`config.mk`:
```
export PLATFORM = sky130hd
export DESIGN_NAME = disk_bitstream_read_write_logic_unit
export DESIGN_NICKNAME = d
export VERILOG_FILES = /design/src/rtl/dbrw_pkg.sv /design/src/rtl/disk_bitstream_read_write_logic_unit.sv
export SDC_FILE = /design/constraint.sdc
export NUM_CORES = 1
export LEC_CHECK = 0
export BUFFER_PORTS_ARGS = -buffer_cell sky130_fd_sc_hd__buf_2
export CAP_MARGIN = 30
export CORE_ASPECT_RATIO = 0.8
export CORE_UTILIZATION = 40
export CTS_CLUSTER_SIZE = 28
export DETAILED_ROUTE_END_ITERATION = 10
export GPL_ROUTABILITY_DRIVEN = 0
export SYNTH_ARGS = -nofsm -noshare
export SYNTH_HDL_FRONTEND = slang
export SYNTH_SLANG_ARGS = --single-unit
```
`constraint.sdc`:
```
create_clock -name i_clk -period 3.6 [get_ports i_clk]
set_clock_uncertainty 0.1 [all_clocks]
set_input_delay 0 -clock i_clk [delete_from_list [all_inputs] [get_ports i_clk]]
set_output_delay 0 -clock i_clk [all_outputs]
set_load 0.03 [all_outputs]
```
`src/rtl/dbrw_pkg.sv`:
```
// Shared types and constants of the disk bitstream read/write logic.
package dbrw_pkg;

    // Stream payload widths, rounded up to whole bytes.
    localparam int unsigned InDataW  = 16;
    localparam int unsigned OutDataW = 16;

    // Counter and register widths.
    localparam int unsigned BitClkW   = 4;
    localparam int unsigned PhaseW    = 2;
    localparam int unsigned ReadShW   = 10;
    localparam int unsigned WriteShW  = 8;
    localparam int unsigned ByteCntW  = 3;

    // Ten ones in the read shift register mark SYNC.
    localparam logic [ReadShW-1:0]  SyncMask  = 10'h3FF;
    // Byte counter value at which a whole byte has gone by.
    localparam logic [ByteCntW-1:0] CountFull = 3'd7;

    // Input transaction kind, carried in tuser.
    typedef enum logic {
        t_kind_carry   = 1'b0,
        t_kind_refresh = 1'b1
    } t_kind;

    // Bit positions in the input tdata.
    localparam int unsigned InHeadBit   = 0;
    localparam int unsigned InReadMode  = 1;
    localparam int unsigned InWriteMode = 2;
    localparam int unsigned InDisk      = 3;
    localparam int unsigned InBarrier   = 4;
    localparam int unsigned InPortALo   = 5;
    localparam int unsigned InCa2       = 13;

    // Bit positions in the output tdata.
    localparam int unsigned OutSyncN    = 0;
    localparam int unsigned OutReadyN   = 1;
    localparam int unsigned OutEdge     = 2;
    localparam int unsigned OutStrobe   = 3;
    localparam int unsigned OutWriteBit = 4;
    localparam int unsigned OutAdvance  = 5;
    localparam int unsigned OutReadLo   = 6;

endpackage

```
`src/rtl/disk_bitstream_read_write_logic_unit.sv`:
```
// Top level of the disk bitstream read/write logic, one carry pulse or byte-ready refresh per transaction.
//
//  Channel   Dir   tdata (from bit 0 up)                                   tuser
//  s_axis    in    head_bit, read_mode, write_mode, disk_present,          kind
//                  light_barrier, port_a_byte[7:0], ca2_level, 2'b0
//  m_axis    out   sync_n, byte_ready_n, byte_ready_edge, write_strobe,    -
//                  write_bit, advance_head, read_data[7:0], 2'b0
//
// Each accepted transaction updates the drive state and loads its result into the
// output register at the same clock edge, so one transaction per cycle is sustained
// while the receiver keeps up. The single output register is the only buffer: the
// input side is ready whenever that register is empty or being drained this cycle.
// Reset (i_rst_n low, synchronous) empties the output register, clears the
// counters and shift registers and sets byte ready and SYNC to their inactive level.
module disk_bitstream_read_write_logic_unit
    import dbrw_pkg::*;
(
    input  logic                i_clk,
    input  logic                i_rst_n,
    // Input stream.
    input  logic                s_axis_tvalid,
    output logic                s_axis_tready,
    // Bits from 0: head_bit, read_mode, write_mode, disk_present, light_barrier,
    // port_a_byte[7:0], ca2_level, two zero bits.
    input  logic [InDataW-1:0]  s_axis_tdata,
    // Bit 0: kind (0 carry pulse, 1 byte-ready refresh).
    input  logic                s_axis_tuser,
    // Result stream.
    output logic                m_axis_tvalid,
    input  logic                m_axis_tready,
    // Bits from 0: sync_n, byte_ready_n, byte_ready_edge, write_strobe, write_bit,
    // advance_head, read_data[7:0], two zero bits.
    output logic [OutDataW-1:0] m_axis_tdata
);

    // Drive state.
    logic [BitClkW-1:0]  r_bit_clk, n_bit_clk;
    logic [PhaseW-1:0]   r_phase, n_phase;
    logic [ReadShW-1:0]  r_read_sh, n_read_sh;
    logic [WriteShW-1:0] r_write_sh, n_write_sh;
    logic [ByteCntW-1:0] r_byte_cnt, n_byte_cnt;
    logic                r_ready_lvl, n_ready_lvl;
    logic                r_sync_lvl, n_sync_lvl;

    // Output register.
    logic                r_out_valid;
    logic [OutDataW-1:0] r_out_data, n_out_data;

    // Unpacked input fields.
    logic                head_bit, read_mode, write_mode, disk_present;
    logic                light_barrier, ca2_level;
    logic [7:0]          port_a_byte;
    t_kind               kind;

    // Per-transaction results.
    logic                strobe, wbit, advance;
    logic                accept;

    assign head_bit      = s_axis_tdata[InHeadBit];
    assign read_mode     = s_axis_tdata[InReadMode];
    assign write_mode    = s_axis_tdata[InWriteMode];
    assign disk_present  = s_axis_tdata[InDisk];
    assign light_barrier = s_axis_tdata[InBarrier];
    assign port_a_byte   = s_axis_tdata[InPortALo +: 8];
    assign ca2_level     = s_axis_tdata[InCa2];
    assign kind          = t_kind'(s_axis_tuser);

    // The output register frees up in the same cycle as it is drained.
    assign s_axis_tready = !r_out_valid || m_axis_tready;
    assign accept        = s_axis_tvalid && s_axis_tready;

    always_comb begin
        n_bit_clk   = r_bit_clk;
        n_phase     = r_phase;
        n_read_sh   = r_read_sh;
        n_write_sh  = r_write_sh;
        n_byte_cnt  = r_byte_cnt;
        n_ready_lvl = r_ready_lvl;
        n_sync_lvl  = r_sync_lvl;
        strobe      = 1'b0;
        wbit        = 1'b0;
        advance     = 1'b0;

        if (kind == t_kind_refresh) begin
            // A CPU cycle only re-evaluates the byte ready line.
            n_ready_lvl = !(ca2_level && !r_bit_clk[1] && (r_byte_cnt == CountFull));
        end else begin
            n_bit_clk = r_bit_clk + 1'b1;
            n_phase   = r_phase + 1'b1;

            // Every fourth carry pulse a present disk moves on by one bit; a one under
            // the head in read mode resynchronises the bit clock.
            if (n_phase == '0) begin
                if (read_mode && disk_present && head_bit) begin
                    n_bit_clk = '0;
                end
                advance = disk_present;
            end

            // SYNC is sampled from the shift register as it stood before this pulse.
            n_sync_lvl = (r_read_sh != SyncMask) || write_mode;
            if (!n_sync_lvl) begin
                n_byte_cnt = '0;
            end

            case (n_bit_clk[1:0]) inside
                2'd0, 2'd1: begin
                    n_ready_lvl = !(ca2_level && !n_bit_clk[1] && (n_byte_cnt == CountFull));
                end
                2'd2: begin
                    n_ready_lvl = 1'b1;
                    n_byte_cnt  = n_sync_lvl ? n_byte_cnt + 1'b1 : '0;
                    if (write_mode && disk_present && !light_barrier) begin
                        strobe = 1'b1;
                        wbit   = r_write_sh[WriteShW-1];
                    end
                    n_write_sh = {r_write_sh[WriteShW-2:0], 1'b0};
                    // A new bit is a one when the upper counter bits are clear,
                    // that is shortly after the last flux transition.
                    n_read_sh  = {r_read_sh[ReadShW-2:0], (n_bit_clk[3:2] == 2'b00)};
                end
                default: begin
                    if (n_byte_cnt == CountFull) begin
                        n_write_sh = port_a_byte;
                    end
                end
            endcase
        end

        n_out_data              = '0;
        n_out_data[OutSyncN]    = n_sync_lvl;
        n_out_data[OutReadyN]   = n_ready_lvl;
        n_out_data[OutEdge]     = n_ready_lvl != r_ready_lvl;
        n_out_data[OutStrobe]   = strobe;
        n_out_data[OutWriteBit] = wbit;
        n_out_data[OutAdvance]  = advance;
        n_out_data[OutReadLo +: 8] = n_read_sh[7:0];
    end

    always_ff @(posedge i_clk) begin
        if (!i_rst_n) begin
            r_bit_clk   <= '0;
            r_phase     <= '0;
            r_read_sh   <= '0;
            r_write_sh  <= '0;
            r_byte_cnt  <= '0;
            r_ready_lvl <= 1'b1;
            r_sync_lvl  <= 1'b1;
            r_out_valid <= 1'b0;
        end else begin
            if (accept) begin
                r_bit_clk   <= n_bit_clk;
                r_phase     <= n_phase;
                r_read_sh   <= n_read_sh;
                r_write_sh  <= n_write_sh;
                r_byte_cnt  <= n_byte_cnt;
                r_ready_lvl <= n_ready_lvl;
                r_sync_lvl  <= n_sync_lvl;
                r_out_valid <= 1'b1;
            end else if (m_axis_tready) begin
                r_out_valid <= 1'b0;
            end
        end
    end

    // Result payload; loaded only when a transaction is accepted.
    always_ff @(posedge i_clk) begin
        if (accept) begin
            r_out_data <= n_out_data;
        end
    end

    assign m_axis_tvalid = r_out_valid;
    assign m_axis_tdata  = r_out_data;

endmodule

```
Yosys cells after proc, flatten, opt, wreduce, memory -nomap -nowiden
Index checks and enable logic that the tools add are counted.
Storage, ports and cells
  flip-flop bits (word level): 44
  bits of input ports: 21
  output and inout port bits: 18
  word-level logic and storage cells: 76
Operators by class
  $add $sub $neg: 3
  equal/unequal tests: 6
  multiplexer cells: 20
  bitwise logic cells: 5
  reductions and logical operators: 29
Operators with widths (count)
  8-bit two-way mux: 5
  3-bit two-way mux: 5
  4-bit two-way mux: 3
  10-bit inequality test (second input constant): 1
  1-bit logical AND: 9
  4-bit AND reduction: 2
  1-bit two-way mux: 7
  3-bit equality test (second input constant): 2
  1-bit zero test: 6
  2-bit zero test: 3
  1-bit inverter: 5
  5-bit OR reduction: 1
  4-bit by 1-bit adder with 4-bit output (second input constant): 1
  2-bit nonzero test: 2
  2-bit OR reduction: 2
  4-bit OR reduction: 1
  3-bit by 1-bit adder with 3-bit output (second input constant): 1
  2-bit by 1-bit adder with 2-bit output (second input constant): 1
  2-bit by 1-bit equality test with 1-bit output (second input constant): 1
  2-bit equality test (second input constant): 1
  1-bit logical OR: 2
  2-bit AND reduction: 1
  1-bit inequality test: 1

Longest topological paths before layout
Gate-level depths: netlist (run 1).
  word-level depth: 12
  gate-level depth with buffers: 11
  mapped depth without buffers: 9

Least setup slack after synthesis (run 1)
OpenSTA, ideal clock, no wires.
  path kind: reg2reg
  start: register r_read_sh[4]
  end: register r_write_sh[7]
  library setup time: 119 ps
  data arrival time: 2182 ps
  data required time: 3381 ps
  setup slack: 1199 ps
  stages on the path, launching flop included: 12
  path buffers: 2
  clock period less this slack: 2401 ps
  cell sequence: dfxtp_1 -> nand4_1 -> or3_1 -> clkbuf_1 -> and2_1 -> ha_1 -> ha_1 -> o21ai_0 -> nor4_4 -> buf_4 -> o21ai_0 -> a21oi_1
Between the ends
  longest elaborated chain between the ends: 7
Ends and longest elaborated chain
  start: declaration: line disk_bitstream_read_write_logic_unit.sv:39  | logic [ReadShW-1:0] r_read_sh, n_read_sh;
  start signal: assignment: line disk_bitstream_read_write_logic_unit.sv:154  | r_read_sh <= n_read_sh;
  10-bit inequality test: line disk_bitstream_read_write_logic_unit.sv:101  | n_sync_lvl = (r_read_sh != SyncMask) || write_mode;
  1-bit logical OR: line disk_bitstream_read_write_logic_unit.sv:101
  3-bit two-way mux: line disk_bitstream_read_write_logic_unit.sv:102  | if (!n_sync_lvl) begin
  3-bit two-way mux: line disk_bitstream_read_write_logic_unit.sv:84  | if (kind == t_kind_refresh) begin
  3-bit equality test: line disk_bitstream_read_write_logic_unit.sv:123  | if (n_byte_cnt == CountFull) begin
  2-bit nonzero test (no line)
  4-bit AND reduction (no line)
  end signal: assignment: line disk_bitstream_read_write_logic_unit.sv:155  | r_write_sh <= n_write_sh;
  end: declaration: line disk_bitstream_read_write_logic_unit.sv:40  | logic [WriteShW-1:0] r_write_sh, n_write_sh;
No other way between the ends. The select of a mux whose other input is x is not followed.
A chain may end at the register's enable or synchronous reset.

Worst setup path in the final report (run 1)
  start: register r_read_sh[2]
  end: register r_out_data[2], in the netlist m_axis_tdata[2] (data pin)
Between the ends
  longest elaborated chain between the ends: 10
Ends and longest elaborated chain
  10-bit inequality test: line disk_bitstream_read_write_logic_unit.sv:101
  1-bit logical OR: line disk_bitstream_read_write_logic_unit.sv:101
  3-bit two-way mux: line disk_bitstream_read_write_logic_unit.sv:102
  3-bit two-way mux: line disk_bitstream_read_write_logic_unit.sv:84
  3-bit equality test: line disk_bitstream_read_write_logic_unit.sv:108  | n_ready_lvl = !(ca2_level && !n_bit_clk[1] && (n_byte_cnt == CountFull));
  1-bit logical AND: line disk_bitstream_read_write_logic_unit.sv:108
  1-bit zero test: line disk_bitstream_read_write_logic_unit.sv:108
  1-bit two-way mux: line disk_bitstream_read_write_logic_unit.sv:106  | case (n_bit_clk[1:0]) inside
  1-bit two-way mux: line disk_bitstream_read_write_logic_unit.sv:84
  1-bit inequality test: line disk_bitstream_read_write_logic_unit.sv:133  | n_out_data[OutEdge] = n_ready_lvl != r_ready_lvl;
  named net n_out_data[2]: line disk_bitstream_read_write_logic_unit.sv:47  | logic [OutDataW-1:0] r_out_data, n_out_data;
  end signal: assignment: line disk_bitstream_read_write_logic_unit.sv:169  | r_out_data <= n_out_data;
  end: declaration: line disk_bitstream_read_write_logic_unit.sv:47
The timed path passes the listed nets, and every way through them passes these cells. The select of a mux whose other input is x is not followed.

==> results of run 1 <==
==> kinds of logic after synthesis <==
group / Yosys count
xor+xnor: 3
mux: 24
fa+ha+maj: 4
other cells: 1
flops: 44
buf+inv: 14
compound gates: 39
simple gates: 63
==> through the flow <==
stage                     total power (W)  utilization [%]  hold WS, ps  area (sq um)
after CTS                         0.00101             51.6         4.84          2460
after detailed placement         0.000621             46.9          163          2230
final                             0.00100             51.8         20.7          2470
after global placement           0.000621             46.9          158          2230
after floorplan                  0.000597                -         24.1          2060
after global routing              0.00105             51.8         4.90          2470
==> power by group through the flow <==
stage | clock network [W] | logic (W) | registers, W
finish | 0.000386 | 0.0000907 | 0.000528
floorplan | 0 | 0.0000425 | 0.000554
global placement | 0 | 0.0000817 | 0.000539
detailed placement | 0 | 0.0000815 | 0.000540
global route | 0.000423 | 0.0000990 | 0.000530
CTS | 0.000393 | 0.0000901 | 0.000528
==> placed cells by master, fill, tap and decap left out, types with 2 or more instances in the layout <==
master	instances
sky130_fd_sc_hd__edfxtp_1	14
sky130_fd_sc_hd__ha_1	4
sky130_fd_sc_hd__and2_1	6
sky130_fd_sc_hd__or3_1	2
sky130_fd_sc_hd__nand2_1	14
sky130_fd_sc_hd__clkbuf_8	5
sky130_fd_sc_hd__o21a_1	2
sky130_fd_sc_hd__a21boi_0	6
sky130_fd_sc_hd__conb_1	2
sky130_fd_sc_hd__nand4_1	3
sky130_fd_sc_hd__dlygate4sd3_1	12
sky130_fd_sc_hd__a21oi_1	12
sky130_fd_sc_hd__nor2_1	6
sky130_fd_sc_hd__nand4b_1	2
sky130_fd_sc_hd__mux2_2	8
sky130_fd_sc_hd__xnor2_1	2
sky130_fd_sc_hd__dfxtp_1	30
sky130_fd_sc_hd__o21ai_0	13
sky130_fd_sc_hd__inv_1	2
sky130_fd_sc_hd__nor2b_1	10
sky130_fd_sc_hd__o22ai_1	3
sky130_fd_sc_hd__nor4_4	2
sky130_fd_sc_hd__nand3_1	6
sky130_fd_sc_hd__nand2b_1	4
sky130_fd_sc_hd__mux2i_1	16
sky130_fd_sc_hd__buf_2	34
==> worst reg2reg max path, stage by stage, from the launching register on <==
cell,delay (ps)
sky130_fd_sc_hd__dfxtp_1,420
sky130_fd_sc_hd__nand4_1,100
sky130_fd_sc_hd__or3_1,510
sky130_fd_sc_hd__and2_1,210
sky130_fd_sc_hd__ha_1,190
sky130_fd_sc_hd__ha_1,210
sky130_fd_sc_hd__nand2_1,80
sky130_fd_sc_hd__a21oi_1,60
sky130_fd_sc_hd__a311o_1,340
sky130_fd_sc_hd__a22oi_1,170
==> per-layer routing <==
layer	share of wire, %	wire [um]	GRT usage (%)	vias up
li1	-	-	-	770
met1	52	2020	23.0	685
met2	41	1590	22.7	40
met3	5.6	218	5.10	4
met4	0.80	31	4.61	0
met5	0	0	0	-
==> flip-flops by register name (all words and copies together) (netlist names) <==
signal	cells
m_axis_tdata	14
r_read_sh	10
r_write_sh	8
r_bit_clk	4
r_byte_cnt	3
r_phase	2
m_axis_tvalid	1
r_ready_lvl	1
r_sync_lvl	1
==> cell type report <==
| class | instances | area, sq um |
|---|---|---|
| Tap cell | 60 | 75.1 |
| Multi-Input combinational cell | 135 | 960 |
| Inverter | 2 | 7.51 |
| Sequential cell | 44 | 1020 |
| Clock buffer | 5 | 68.8 |
| Timing Repair Buffer | 46 | 290 |
| Fill cell | 437 | 2290 |
| Clock inverter | 3 | 46.3 |
==> repair_timing <==
item,in CTS,in global routing
resized for setup,0,0
hold buffers,11,1
hold endpoints to repair,10,1
==> worst max path at each step <==
stage | start | endpoint | slack, ps | depth (start not counted)
after floorplan | r_read_sh[4] | r_write_sh[7] | 1200 | 11
after global placement | r_read_sh[4] | r_write_sh[0] | 1090 | 9
after detailed placement | r_read_sh[4] | r_write_sh[0] | 1060 | 9
after CTS | r_read_sh[4] | r_write_sh[0] | 1040 | 9
after global routing | r_read_sh[4] | r_ready_lvl | 880 | 9
final | r_read_sh[2] | m_axis_tdata[2] | 1040 | 9
==> results.ini, run 1 <==
[status]
result_of_the_run=completed

[min_path]
min_delay_worst_endpoint=m_axis_tdata[3]
timing.hold.worst.class=primary input to flip-flop
hold_depth=2
min_from=s_axis_tdata[4]

[setup_path]
rr_worst_depth=9
timing.critical_path.buf_inv=0
worst_ep_arrival_time_ps=2590
setup.worst_path.class=flip-flop to flip-flop
worstPathCellList=nand4_1, or3_1, and2_1, ha_1, ha_1, nand2_1, a21oi_1, a311o_1, a22oi_1
cp_slowest_stage_delay_ps=510
most_frequent_cell_on_the_critical_path=sky130_fd_sc_hd__ha_1
crit_path_max_fanout=7
regToRegEndpoint=m_axis_tdata[2]
kind_of_end_point_of_the_critical_path=flip-flop
worst_path_max_delay_cell=sky130_fd_sc_hd__or3_1
r2r_slack_ps=1040
cp-start-kind=flip-flop
reg2reg_from=r_read_sh[2]
critical_path.top_delay_family=simple AND/OR/NAND/NOR gates
worst_ep_required_time_ps=3620

[cts]
cts-buffers-inserted=5
numClockSinks=44
clkLatencyLatePin_ps=300
htree_num_levels=2
tritoncts=built
path_clk_slew_ps=100
cts-root-to-sink-buffers=2
clk_root_buffer_cell=sky130_fd_sc_hd__clkbuf_8
post-cts-setup-buffer-count=0

[grt]
wire_length_of_the_first_global_routing_pass_um=6450
globalRouteOverflowTotal=0
largest_net_degree_at_the_start_of_global_routing=35
antenna_violations_before_repair=0
vias_in_the_first_global_route=1365
track_usage_pct=16.1

[synth]
post_synth.cell_area_avg_sq_um=10.7
synth_xor_area_share_pct=1.28
yosysWarningCount=0
netlist_instances=192
muxShareOfSynthArea_pct=12.2
netlist.area_leader.share_pct=29.2
synth.ff_latch_count=44
synthesis.area_sq_mm=0.00206
synth_cell_types=40
synth_enable_flop_cells=14
async_reset_ff_share_pct=0
post_synth_fa_ha_maj_area_fraction_pct=2.43
synth.most_common_cell=sky130_fd_sc_hd__dfxtp_1
synth_compound_gate_area_share_pct=11.2
synth_ff_type=sky130_fd_sc_hd__dfxtp_1
most_frequent_cells_after_synthesis=sky130_fd_sc_hd__dfxtp_1, sky130_fd_sc_hd__mux2i_1, sky130_fd_sc_hd__edfxtp_1, sky130_fd_sc_hd__nand2_1, sky130_fd_sc_hd__o21ai_0
synth_sequential_area_ratio_pct=49.6
netlist_top_cells_area=sky130_fd_sc_hd__dfxtp_1, sky130_fd_sc_hd__edfxtp_1, sky130_fd_sc_hd__mux2i_1, sky130_fd_sc_hd__mux2_2, sky130_fd_sc_hd__o21ai_0
dominant_combinational_cell_family_by_area_after_synthesis=simple AND/OR/NAND/NOR gates
synth_simple_gate_area_share_pct=19.2
synthDominantAreaCellType=sky130_fd_sc_hd__dfxtp_1

[power]
reported_leakage_power_nw=0.962
cellInternalPower_w=0.000767
ir_drop_v=0.000258
total_power_density_per_cell_area_mw_per_mm2=407
switching_share_pct=23.6
netSwitchingPower_w=0.000237
sequentialPowerShare_pct=52.6
p_clk_share_pct=38.4
comb_power_share_pct=9.0

[drt]
drt_iter0_markers=72
detail-route-antenna-nets=0
drt_pass1_iterations=4
drt_wl_total_um=3860
post_drt_wl_per_cell_um=13.1
drc_errors_left=0
post_drt_via_cell_ratio=5.08
vias=1499

[sta]
tightestPinTransition_ps=927
setup-tns-final_ps=0
unrepaired_setup_endpoints_after_global_routing=false
timing_max_transition_violations_final=0
slew_headroom_pct=37.7
setup_viol_count_final=0
final_critical_delay_including_setup_and_external_delays_ps=2560
final-hold-violation-count=0
fin_crit_sh_pct=71.1
timing.final.ws_setup_ps=1040
fmaxAchievable_mhz=390

[place]
placed_cells=275
place.detailed.hpwl_um=2560
place.port_buffers=34
placement.setup.worst_slack_ps=1060

[layout]
fin_nets=259
drive_above_1_share_pct=23.4
finish.cell_count_without_fillers=295
n_antenna_cell=0
area_growth_syn_to_layout_pct=19.9

[floorplan]
die_h_um=66.2
start_util_pct=43.2
top_level_ports=39
num_rows=22
die_w_um=82.2
design.die.area_sq_mm=0.00544
core-area_sq_mm=0.00476

[flow_run]
timing.max_cap.violations=0

No activity file was read; power rests on OpenSTA's default activity.
==> run 2: changes to the inputs <==
==> constraint.sdc (replaced) <==
create_clock -name i_clk -period 2.6 [get_ports i_clk]
set_clock_uncertainty 0.1 [all_clocks]
set_input_delay 0 -clock i_clk [delete_from_list [all_inputs] [get_ports i_clk]]
set_output_delay 0 -clock i_clk [all_outputs]
set_load 0.03 [all_outputs]
==> run 2 against run 1 <==
Against the previous run:
- register-to-register slack got worse by 870 ps
- clock-buffer cell count did not move
- utilization fell by 0.32 points
- via count fell by 1.1%
- hold slack got worse by 8.6 ps
- clock power rose by 8.3%
- final cell count rose by 0.68%
- non-clock buffer count rose by 2
- flip-flop and latch count did not move
- first-iteration DRC count fell by 19%
- critical path depth did not move
- sequential share of layout area rose by 0.25 points
- critical path type unchanged
- largest cell class unchanged
==> results.ini, run 2 (same netlist as run 1, synthesis figures left out) <==
[setup_path]
reg2reg_from=r_read_sh[6]
worst_ep_arrival_time_ps=2450  ; -140 ps
rr_worst_depth=9  ; unchanged
r2r_slack_ps=170  ; -870 ps
cp-start-kind=flip-flop
kind_of_end_point_of_the_critical_path=flip-flop
startpoint=r_read_sh[6]
setup.worst_path.class=flip-flop to flip-flop
crit_path_max_fanout=5  ; -2
worst_ep_required_time_ps=2620  ; -1000 ps
regToRegEndpoint=m_axis_tdata[2]

[floorplan]
core-area_sq_mm=0.00476  ; unchanged
die_w_um=82.2  ; unchanged
die_h_um=66.2  ; unchanged
design.die.area_sq_mm=0.00544  ; unchanged
start_util_pct=43.2  ; unchanged
num_rows=22  ; unchanged
top_level_ports=39  ; unchanged

[sta]
fin_crit_sh_pct=93.5  ; +22 points
slew_headroom_pct=52.8  ; +15 points
timing_max_transition_violations_final=0  ; unchanged
final_critical_delay_including_setup_and_external_delays_ps=2430  ; -129 ps
final.hold.worst_slack_ps=12.0  ; -8.64 ps
timing.final.ws_setup_ps=168  ; -871 ps
tightestPinTransition_ps=703  ; -224 ps
unrepaired_setup_endpoints_after_global_routing=false
setup-tns-final_ps=0  ; unchanged
fmaxAchievable_mhz=411  ; +5.3%
final-hold-violation-count=0  ; unchanged
setup_viol_count_final=0  ; unchanged

[cts]
htree_num_levels=2  ; unchanged
path_clk_slew_ps=90  ; about the same
clkLatencyLatePin_ps=300  ; about the same
cts-buffers-inserted=5  ; unchanged
tritoncts=built
cts-root-to-sink-buffers=2  ; unchanged
post-cts-setup-buffer-count=0  ; unchanged
clk_root_buffer_cell=sky130_fd_sc_hd__clkbuf_8
numClockSinks=44  ; unchanged

[layout]
drive_above_1_share_pct=24.5  ; +1.1 points
area_growth_syn_to_layout_pct=19.1
fillCellCount=450  ; +3.0%
seq_area_sq_mm=0.00102  ; unchanged
utilization_pct=51.5  ; -0.32 points
n_antenna_cell=0  ; unchanged
layout_commonest_cell=sky130_fd_sc_hd__buf_2
fin_nets=261  ; +0.77%
largest_register_ff_count=14  ; unchanged
multiInputGateArea_sq_um=960  ; unchanged
mostFrequentLayoutCells=sky130_fd_sc_hd__buf_2, sky130_fd_sc_hd__dfxtp_1, sky130_fd_sc_hd__mux2i_1

[min_path]
min_delay_worst_endpoint=m_axis_tdata[3]
timing.hold.worst.class=primary input to flip-flop
min_from=s_axis_tdata[2]
hold_depth=2  ; unchanged

[status]
result_of_the_run=completed

[power]
total_power_w=0.00127  ; +27%
ir_drop_v=0.000351  ; +36%
total_power_density_per_cell_area_mw_per_mm2=519  ; +27%
reported_leakage_power_nw=0.965  ; +0.28%

[grt]
track_usage_pct=16.5  ; +0.49 points
wire_length_of_the_first_global_routing_pass_um=6660  ; +3.2%
largest_net_degree_at_the_start_of_global_routing=35  ; unchanged
globalRouteOverflowTotal=0  ; unchanged
antenna_violations_before_repair=0  ; unchanged
vias_in_the_first_global_route=1406  ; +3.0%

[drt]
drt_pass1_iterations=4  ; unchanged
vias=1483  ; -1.1%
post_drt_wl_per_cell_um=13.2  ; +0.54%
detail-route-antenna-nets=0  ; unchanged
post_drt_via_cell_ratio=4.99  ; -1.7%
drt_iter0_markers=58  ; -19%
drt_wl_total_um=3910  ; +1.2%
drc_errors_left=0  ; unchanged

[place]
placement.setup.worst_slack_ps=190  ; -870 ps
place.port_buffers=34  ; unchanged
place.detailed.hpwl_um=2630  ; +2.6%

[flow_run]
timing.max_cap.violations=0  ; unchanged

run 2: report_power, final:
part / switching [W] / leakage [nW] / internal (W) / total (W)
Sequential: 0.00000727 / 0.379 / 0.000723 / 0.000731
Combinational: 0.0000751 / 0.537 / 0.0000484 / 0.000124
Clock: 0.000231 / 0.0479 / 0.000187 / 0.000418
Total: 0.000314 / 0.965 / 0.000959 / 0.00127
run 2: stage by stage:
| step | cells | instance area [sq um] |
|---|---|---|
| 2_1_floorplan | 193 | 2060 |
| 3_3_place_gp | 278 | 2260 |
| 3_5_place_dp | 278 | 2260 |
| 4_1_cts | 297 | 2450 |
| 5_1_grt | 297 | 2450 |
| 6_report | 297 | 2450 |
run 2: final cells by class:
type                            count  share of cell area, %
Clock buffer                        5                   2.80
Clock inverter                      3                  0.765
Inverter                            2                  0.306
Multi-Input combinational cell    135                   39.1
Sequential cell                    44                   41.6
Tap cell                           60                   3.06
Timing Repair Buffer               48                   12.3
run 2: worst max-delay path: stages (launching register included):
cell                       delay, ps
sky130_fd_sc_hd__dfxtp_1         410
sky130_fd_sc_hd__nand4b_1        130
sky130_fd_sc_hd__or3_1           410
sky130_fd_sc_hd__and2_1          180
sky130_fd_sc_hd__ha_1            190
sky130_fd_sc_hd__ha_1            200
sky130_fd_sc_hd__nand2_1          70
sky130_fd_sc_hd__a21oi_1          60
sky130_fd_sc_hd__a311o_1         340
sky130_fd_sc_hd__a22oi_1         170
run 2: how the worst max path moves through the flow:
stage | endpoint | slack (ps)
3_3_place_gp | r_write_sh[6] | 220
4_1_cts | r_write_sh[7] | 150
3_5_place_dp | r_write_sh[7] | 190
2_1_floorplan | r_write_sh[7] | 200
5_1_grt | r_ready_lvl | 20
6_report | m_axis_tdata[2] | 170
run 2: routing by layer:
metal / vias to the layer above / GRT usage [%] / wire length [um]
li1: 774 / - / -
met1: 674 / 22.0 / 2040
met2: 33 / 25.3 / 1670
met3: 2 / 4.69 / 165
met4: 0 / 5.92 / 24
met5: - / 0 / 0
run 2: repair_timing:
action / in CTS / in global routing
resized for setup: 0 / 1
endpoints found under the hold margin: 10 / 0
setup endpoints to repair: 0 / 3
hold buffers: 11 / 0
